File: src/rtl/pfc_pkg.sv
`timescale 1ns / 1ps
// Package for the payload response frame checker.
// Holds the verdict codes, register indexes, the sync constant and the shared structs.
// Depends on nothing.
package pfc_pkg;

    localparam logic [7:0] SYNC_BYTE = 8'h7E;

    typedef enum logic [2:0] {
        V_ACCEPT  = 3'd0,
        V_RESP    = 3'd1,
        V_RESEND  = 3'd2,
        V_FAIL    = 3'd3,
        V_SCIENCE = 3'd4
    } verdict_t;

    typedef enum logic [2:0] {
        REG_ACK_ID         = 3'd0,
        REG_IDENT_ID       = 3'd1,
        REG_NACK_ID        = 3'd2,
        REG_SYNC_ERR       = 3'd3,
        REG_CHECKSUM_ERR   = 3'd4
    } reg_index_t;

    typedef struct packed {
        logic [7:0] ack_id;
        logic [7:0] ident_id;
        logic [7:0] nack_id;
        logic [7:0] sync_error_code;
        logic [7:0] checksum_error_code;
    } cfg_t;

    // Retry bookkeeping carried between frames.
    typedef struct packed {
        logic response_retry_pending;
        logic nack_seen;
    } retry_t;

endpackage

File: src/rtl/payload_response_frame_checker_unit.sv
`timescale 1ns / 1ps
// Top level of the payload response frame checker.
// Depends on pfc_pkg and pfc_judge.
//
// Channel   Direction  Handshake            Payload
// in        input      in_valid / in_stall  rx_byte, frame_start
// out       output     out_valid/out_stall  verdict, response_id, error_byte
// cfg       input      cfg_valid/cfg_ready  cfg_index, cfg_data
//
// A byte is held in the input register and is judged on its way into the result
// register, so a verdict is presented once the closing byte leaves the input register.
// One byte is accepted every cycle unless in_stall is raised by a held result.
// Reset clears the frame state, retry flags and valid flags and loads the default config.
// A stalled result holds; the input register keeps its byte while the result register
// is full and stalled, and in_stall is raised only then.
module payload_response_frame_checker_unit
    import pfc_pkg::*;
(
    input  logic       clk,
    input  logic       rst_n,
    input  logic       in_valid,
    output logic       in_stall,
    input  logic [7:0] rx_byte,
    input  logic       frame_start,
    output logic       out_valid,
    input  logic       out_stall,
    output logic [2:0] verdict,
    output logic [7:0] response_id,
    output logic [7:0] error_byte,
    input  logic       cfg_valid,
    output logic       cfg_ready,
    input  logic [2:0] cfg_index,
    input  logic [7:0] cfg_data
);

    // Configuration registers.
    cfg_t cfg_reg;

    // Input register.
    logic       in_valid_reg;
    logic [7:0] in_byte_reg;
    logic       in_start_reg;

    // Frame state.
    logic       in_frame_reg,     in_frame_next;
    logic [8:0] byte_index_reg,   byte_index_next;
    logic [7:0] running_xor_reg,  running_xor_next;
    logic [7:0] frame_length_reg, frame_length_next;
    logic [7:0] frame_id_reg,     frame_id_next;
    logic [7:0] frame_err_reg,    frame_err_next;
    retry_t     retry_reg,        retry_next;

    // Result register.
    logic       out_valid_reg;
    verdict_t   verdict_reg;
    logic [7:0] response_id_reg;
    logic [7:0] error_byte_reg;

    logic       accept;
    logic       advance;
    logic       produce;
    logic       link_error;
    logic [7:0] judge_id;
    logic [7:0] judge_err;
    verdict_t   judged;
    retry_t     judged_retry;

    // The input stage moves on whenever the result register is empty or being emptied.
    assign advance   = in_valid_reg && (!out_valid_reg || !out_stall);
    assign in_stall  = in_valid_reg && !advance;
    assign accept    = in_valid && !in_stall;
    assign cfg_ready = 1'b1;

    always_comb
    begin
        in_frame_next     = in_frame_reg;
        byte_index_next   = byte_index_reg;
        running_xor_next  = running_xor_reg;
        frame_length_next = frame_length_reg;
        frame_id_next     = frame_id_reg;
        frame_err_next    = frame_err_reg;
        produce           = 1'b0;
        link_error        = 1'b0;
        judge_id          = frame_id_reg;
        judge_err         = frame_err_reg;

        if (in_start_reg)
        begin
            // A start byte drops any frame in progress.
            byte_index_next   = 9'd0;
            running_xor_next  = 8'd0;
            frame_length_next = 8'd0;
            frame_id_next     = 8'd0;
            frame_err_next    = 8'd0;
            if (in_byte_reg != SYNC_BYTE)
            begin
                in_frame_next = 1'b0;
                produce       = 1'b1;
                link_error    = 1'b1;
                judge_id      = 8'd0;
                judge_err     = 8'd0;
            end
            else
            begin
                in_frame_next   = 1'b1;
                byte_index_next = 9'd1;
            end
        end
        else if (in_frame_reg)
        begin
            if (byte_index_reg == 9'd1)
            begin
                frame_id_next = in_byte_reg;
            end
            else if (byte_index_reg == 9'd2)
            begin
                frame_length_next = in_byte_reg;
            end
            if (byte_index_reg == 9'd4)
            begin
                frame_err_next = in_byte_reg;
            end
            judge_err = frame_err_next;

            // The checksum byte sits at index length plus four; length is settled by then.
            if (byte_index_reg >= 9'd3 &&
                byte_index_reg == ({1'b0, frame_length_reg} + 9'd4))
            begin
                in_frame_next   = 1'b0;
                byte_index_next = 9'd0;
                produce         = 1'b1;
                link_error      = (in_byte_reg != running_xor_reg);
            end
            else
            begin
                running_xor_next = running_xor_reg ^ in_byte_reg;
                byte_index_next  = byte_index_reg + 9'd1;
            end
        end
    end

    pfc_judge u_judge (
        .cfg        (cfg_reg),
        .link_error (link_error),
        .frame_id   (judge_id),
        .error_byte (judge_err),
        .retry      (retry_reg),
        .verdict    (judged),
        .retry_next (judged_retry)
    );

    assign retry_next = produce ? judged_retry : retry_reg;

    always_ff @(posedge clk or negedge rst_n)
    begin
        if (!rst_n)
        begin
            cfg_reg.ack_id              <= 8'd2;
            cfg_reg.ident_id            <= 8'd4;
            cfg_reg.nack_id             <= 8'd3;
            cfg_reg.sync_error_code     <= 8'd1;
            cfg_reg.checksum_error_code <= 8'd2;
        end
        else if (cfg_valid && cfg_ready)
        begin
            unique case (cfg_index)
                REG_ACK_ID:       cfg_reg.ack_id              <= cfg_data;
                REG_IDENT_ID:     cfg_reg.ident_id            <= cfg_data;
                REG_NACK_ID:      cfg_reg.nack_id             <= cfg_data;
                REG_SYNC_ERR:     cfg_reg.sync_error_code     <= cfg_data;
                REG_CHECKSUM_ERR: cfg_reg.checksum_error_code <= cfg_data;
                default:          ;
            endcase
        end
    end

    always_ff @(posedge clk or negedge rst_n)
    begin
        if (!rst_n)
        begin
            in_valid_reg <= 1'b0;
        end
        else if (accept)
        begin
            in_valid_reg <= 1'b1;
        end
        else if (advance)
        begin
            in_valid_reg <= 1'b0;
        end
    end

    always_ff @(posedge clk)
    begin
        if (accept)
        begin
            in_byte_reg  <= rx_byte;
            in_start_reg <= frame_start;
        end
    end

    always_ff @(posedge clk or negedge rst_n)
    begin
        if (!rst_n)
        begin
            in_frame_reg     <= 1'b0;
            byte_index_reg   <= 9'd0;
            running_xor_reg  <= 8'd0;
            frame_length_reg <= 8'd0;
            frame_id_reg     <= 8'd0;
            frame_err_reg    <= 8'd0;
            retry_reg        <= '0;
        end
        else if (advance)
        begin
            in_frame_reg     <= in_frame_next;
            byte_index_reg   <= byte_index_next;
            running_xor_reg  <= running_xor_next;
            frame_length_reg <= frame_length_next;
            frame_id_reg     <= frame_id_next;
            frame_err_reg    <= frame_err_next;
            retry_reg        <= retry_next;
        end
    end

    always_ff @(posedge clk or negedge rst_n)
    begin
        if (!rst_n)
        begin
            out_valid_reg <= 1'b0;
        end
        else if (advance && produce)
        begin
            out_valid_reg <= 1'b1;
        end
        else if (!out_stall)
        begin
            out_valid_reg <= 1'b0;
        end
    end

    always_ff @(posedge clk)
    begin
        if (advance && produce)
        begin
            verdict_reg     <= judged;
            response_id_reg <= judge_id;
            error_byte_reg  <= judge_err;
        end
    end

    assign out_valid   = out_valid_reg;
    assign verdict     = verdict_reg;
    assign response_id = response_id_reg;
    assign error_byte  = error_byte_reg;

    // Inside a frame the index is never zero, and outside it always is.
    assert property (@(posedge clk) disable iff (!rst_n)
        in_frame_reg == (byte_index_reg != 9'd0))
        else $error("frame flag and byte index disagree");

    // The longest frame closes at index 259.
    assert property (@(posedge clk) disable iff (!rst_n)
        byte_index_reg <= 9'd259)
        else $error("byte index ran past the longest frame");

    // A full input register with a held result must push back on the source.
    assert property (@(posedge clk) disable iff (!rst_n)
        in_valid_reg && out_valid_reg && out_stall |-> in_stall)
        else $error("input not stalled while result is held");

    // A stalled result stays presented with the same verdict.
    assert property (@(posedge clk) disable iff (!rst_n)
        out_valid_reg && out_stall |=> out_valid_reg && $stable(verdict_reg))
        else $error("held result lost or changed");

endmodule

File: src/rtl/pfc_judge.sv
`timescale 1ns / 1ps
// Verdict decision for one finished (or failed) response frame.
// Depends on pfc_pkg for the verdict codes, the register struct and the retry struct.
module pfc_judge
    import pfc_pkg::*;
(
    input  cfg_t       cfg,
    input  logic       link_error,
    input  logic [7:0] frame_id,
    input  logic [7:0] error_byte,
    input  retry_t     retry,
    output verdict_t   verdict,
    output retry_t     retry_next
);

    always_comb
    begin
        retry_next = retry;
        verdict    = V_SCIENCE;
        if (link_error)
        begin
            // A bad sync or checksum asks again once, then fails.
            if (!retry.response_retry_pending)
            begin
                retry_next.response_retry_pending = 1'b1;
                verdict = V_RESP;
            end
            else
            begin
                retry_next.response_retry_pending = 1'b0;
                verdict = V_FAIL;
            end
        end
        else if (frame_id == cfg.ack_id || frame_id == cfg.ident_id)
        begin
            verdict = V_ACCEPT;
        end
        else if (frame_id == cfg.nack_id)
        begin
            if (error_byte == cfg.sync_error_code || error_byte == cfg.checksum_error_code)
            begin
                if (retry.nack_seen)
                begin
                    retry_next.nack_seen = 1'b0;
                    verdict = V_FAIL;
                end
                else
                begin
                    retry_next.nack_seen = 1'b1;
                    verdict = V_RESEND;
                end
            end
            else
            begin
                verdict = V_FAIL;
            end
        end
    end

endmodule
File: config.mk
export PLATFORM = sky130hd
export DESIGN_NAME = payload_response_frame_checker_unit
export DESIGN_NICKNAME = d
export VERILOG_FILES = /design/src/rtl/pfc_pkg.sv /design/src/rtl/payload_response_frame_checker_unit.sv /design/src/rtl/pfc_judge.sv
export SDC_FILE = /design/constraint.sdc
export NUM_CORES = 1
export LEC_CHECK = 0
export ABC_AREA = 0
export BUFFER_PORTS_ARGS = -buffer_cell sky130_fd_sc_hd__buf_4
export CAP_MARGIN = 15
export CORE_AREA = 2 2 107 109
export CTS_CLUSTER_DIAMETER = 80
export DETAILED_ROUTE_END_ITERATION = 8
export DIE_AREA = 0 0 109 111
export GPL_ROUTABILITY_DRIVEN = 0
export GPL_TIMING_DRIVEN = 0
export HOLD_SLACK_MARGIN = 0.1
export PLACE_DENSITY = 0.77
export SETUP_SLACK_MARGIN = 0.15
export SLEW_MARGIN = 20
export SYNTH_ARGS = -nofsm -noshare
export SYNTH_HDL_FRONTEND = slang
export SYNTH_SLANG_ARGS = --single-unit
File: constraint.sdc
create_clock -name clk -period 3.3 [get_ports clk]
set_clock_uncertainty 0.1 [all_clocks]
set_input_delay 0.165 -clock clk [delete_from_list [all_inputs] [get_ports clk]]
set_output_delay 0.165 -clock clk [all_outputs]
set_load 0.01 [all_outputs]
==> metrics.cfg <==
[run_status]
status=complete, no violations

[cts]
clk_root_buffer_cell=clkbuf_16
worst_skew_pair.late_latency_ps=420
cts_inserted_buffers=17
cts.path.max_buffers=2
htree_num_levels=4
cts.clk_slew.worst_paths_ps=60
numClockSinks=114
tritoncts=done

[route]
route.detailed.wl_per_inst_um=19.1
detail_route.iter0.violations=317
route.vias.total=5433
wirelength_um=16500
drtAntennaViolNets=0
post-route-drc-count=0
detail_route.first_pass.iterations=5
detail_route.vias_per_cell=6.30

[cells_and_area]
layoutNonFillerInstCount=862
diodes_inserted=0
final_design_area_no_fill_mm2=0.00797
fin_nets=736
synthToLayoutAreaGrowth_pct=24.2
post_route_cells_drive_above_1_share=0.278
largest_register_ff_count=40
fin_util=0.719

[synth]
post_synth_instance_area_mm2=0.00641
xor_xnor_portion_of_the_synthesized_cell_area=0.0451
synth.area.mux_share=0.0966
post_synth_inst_count=610
synthMostInstantiatedCell=dfrtp_1
synth-seq-area-share=0.468
post_synth_net_total=640
synth_compound_gate_area_share=0.143
synth-adder-area-share=0.00976
synth-seq-cells=114
synth_top_family_by_area=simple AND/OR/NAND/NOR gates
yosysWarningCount=0
syn_avg_cell_area_um2=10.5
synth_edf_count=28
synthSimpleGateAreaFrac=0.207
post-synth-top-area-cell=dfrtp_1
netlist.area_leader.share=0.312
synth.cells.most_frequent=80 x dfrtp_1, 55 x mux2_2, 40 x nand2_1
yosys.cell_types.count=63
synth_async_sr_flop_share=0.754
cell_types_occupying_the_most_area_after_synthesis=dfrtp_1 31%, edfxtp_1 13%, mux2_2 9.7%
synth_top_flop_cell=dfrtp_1

[hold_path]
worstHoldPathType=in2reg

[sta]
max-slew-margin-rel=0.453
finalHoldWorstSlack_ps=206
maxSlewViolCount=0
layout_worst_path_cycle_share=0.925
actual_slew_at_the_worst_max_slew_pin_ps=821
grt_setup_unrepaired=true
timing_hold_violations_final=0
fmax_ghz=0.328
timing.final.crit_period_ps=3050
setup-violations-final=0

[power_and_ir_drop]
p_seq_frac=0.410
fin_total_pwr_mw=4.72
clockPowerShare=0.381
ir_worst_vdd_v=0.000409
sw_frac_of_total=0.300
power.leakage_nw=3.22
switching_power_mw=1.42
power_frac_comb=0.209
cellInternalPower_mw=3.30
power_per_cell_area_mw_per_mm2=592

[floorplanning]
die_area_mm2=0.0121
die_width_um=109
initial_utilization=0.579
floorplan.die.height_um=111
coreArea_mm2=0.0111
number_of_rows_in_the_core_area=39
design.portCount=47

[grt]
number_of_antenna_violations_at_the_first_check_in_global_routing=0
grt_util_all_layers=0.290
first_global_vias=5257
grt_start_max_net_pins=87
grt_overflow_total=0
global_route_wire_length_before_repair_um=26800

[placed_design]
detailed_place_hpwl_um=11000
place.port_buffers=45
dp_cells=799
placement.cell_area_mm2=0.00694

[worst_setup_path]
worst-setup-path-type=reg2reg
critical_path_maximum_fanout=10
arrival_ps=3290
worst-endpoint-required_ps=3540
setup.worst_path.end_class=flip-flop
critPathLaunchType=flip-flop

[flow_run]
max-cap-violations=0

## critical path, stage by stage (launching register included)
cell and delay [ps]:
edfxtp_1 510, nand4bb_1 290, o21ai_1 370, clkbuf_1 440, a21oi_1 150, o221ai_1 280, a2bb2o_1 330, a2111oi_2 310
xor2_1 190
## placed cells by master (no fill, tap or decap), types with 9 or more instances in the layout
master,n
nand2_1,40
nand3_1,16
clkbuf_1,18
mux2_2,55
nor2_1,27
a31oi_1,24
and2_1,18
and4_1,17
o21ai_2,9
nand4_1,14
xnor2_1,23
clkbuf_16,20
nor2b_1,29
nor4bb_1,11
buf_4,54
edfxtp_1,28
dlygate4sd3_1,24
a21oi_1,17
a22oi_1,10
o21ai_0,31
xor2_1,10
dfrtp_1,80
## what timing repair did
item                                   in CTS  in global routing
pin swaps                                   1                  8
setup endpoints to repair                  21                 29
buffers inserted                            1                  6
hold buffers                               24                  0
gates resized for setup                     6                 37
endpoints found under the hold margin     131                  0
## power groups by stage
stage / registers [mW] / clock network (mW) / logic (mW)
detailed placement: 1.95 / 0 / 0.927
finish: 1.94 / 1.80 / 0.985
global placement: 1.93 / 0 / 0.883
global route: 1.97 / 1.89 / 1.09
CTS: 1.93 / 1.80 / 0.964
floorplan: 1.89 / 0 / 0.694
## metal layers
| layer | global-route usage | vias to the layer above | wire (um) |
|---|---|---|---|
| met3 | 0.0770 | 46 | 1190 |
| met1 | 0.400 | 2680 | 6980 |
| met4 | 0.104 | 0 | 370 |
| met5 | 0 | - | 0 |
| met2 | 0.439 | 224 | 7940 |
| li1 | - | 2483 | - |
## layout make-up
| class | count | area (um2) |
|---|---|---|
| Sequential cell | 114 | 3000 |
| Buffer | 34 | 170 |
| Tap cell | 143 | 179 |
| Inverter | 9 | 36.3 |
| Clock buffer | 20 | 500 |
| Fill cell | 759 | 3110 |
| Clock inverter | 12 | 93.8 |
| Multi-Input combinational cell | 453 | 3340 |
| Timing Repair Buffer | 77 | 642 |
## per-stage QoR
step / setup TNS (ps) / worst slack, ps
6_report: 0 / 248
5_1_grt: 0 / 108
4_1_cts: 0 / 151
3_5_place_dp: -6250 / -330
3_3_place_gp: -5510 / -291
2_1_floorplan: 0 / 303
## cells by family (layout without fill, tap and decap cells)
| family | Yosys count | count (layout) |
|---|---|---|
| AOI/OAI and AO/OA | 139 | 139 |
| xor gates and xnor gates | 33 | 33 |
| adders and majority gates | 5 | 5 |
| buffers and inverters | 43 | 152 |
| DFF | 114 | 114 |
| muxes | 55 | 55 |
| other | 1 | 1 |
| and+or+nand+nor | 220 | 220 |
## worst paths after layout
kind / slack [ps] / depth (start not counted) / endpoint / startpoint
setup / recovery: 250 / 8 / retry_reg[0] / in_byte_reg[0]
hold / removal: 210 / 4 / cfg_reg[7] / cfg_valid
setup reg to reg: 250 / 8 / retry_reg[0] / in_byte_reg[0]
hold reg to reg: 400 / 1 / retry_reg[0] / retry_reg[0]
max in group asynchronous: 2240 / 2 / cfg_reg[39] / rst_n
min in group asynchronous: 270 / 2 / running_xor_reg[3] / rst_n
Note: power is estimated with default switching activity, not from simulation.
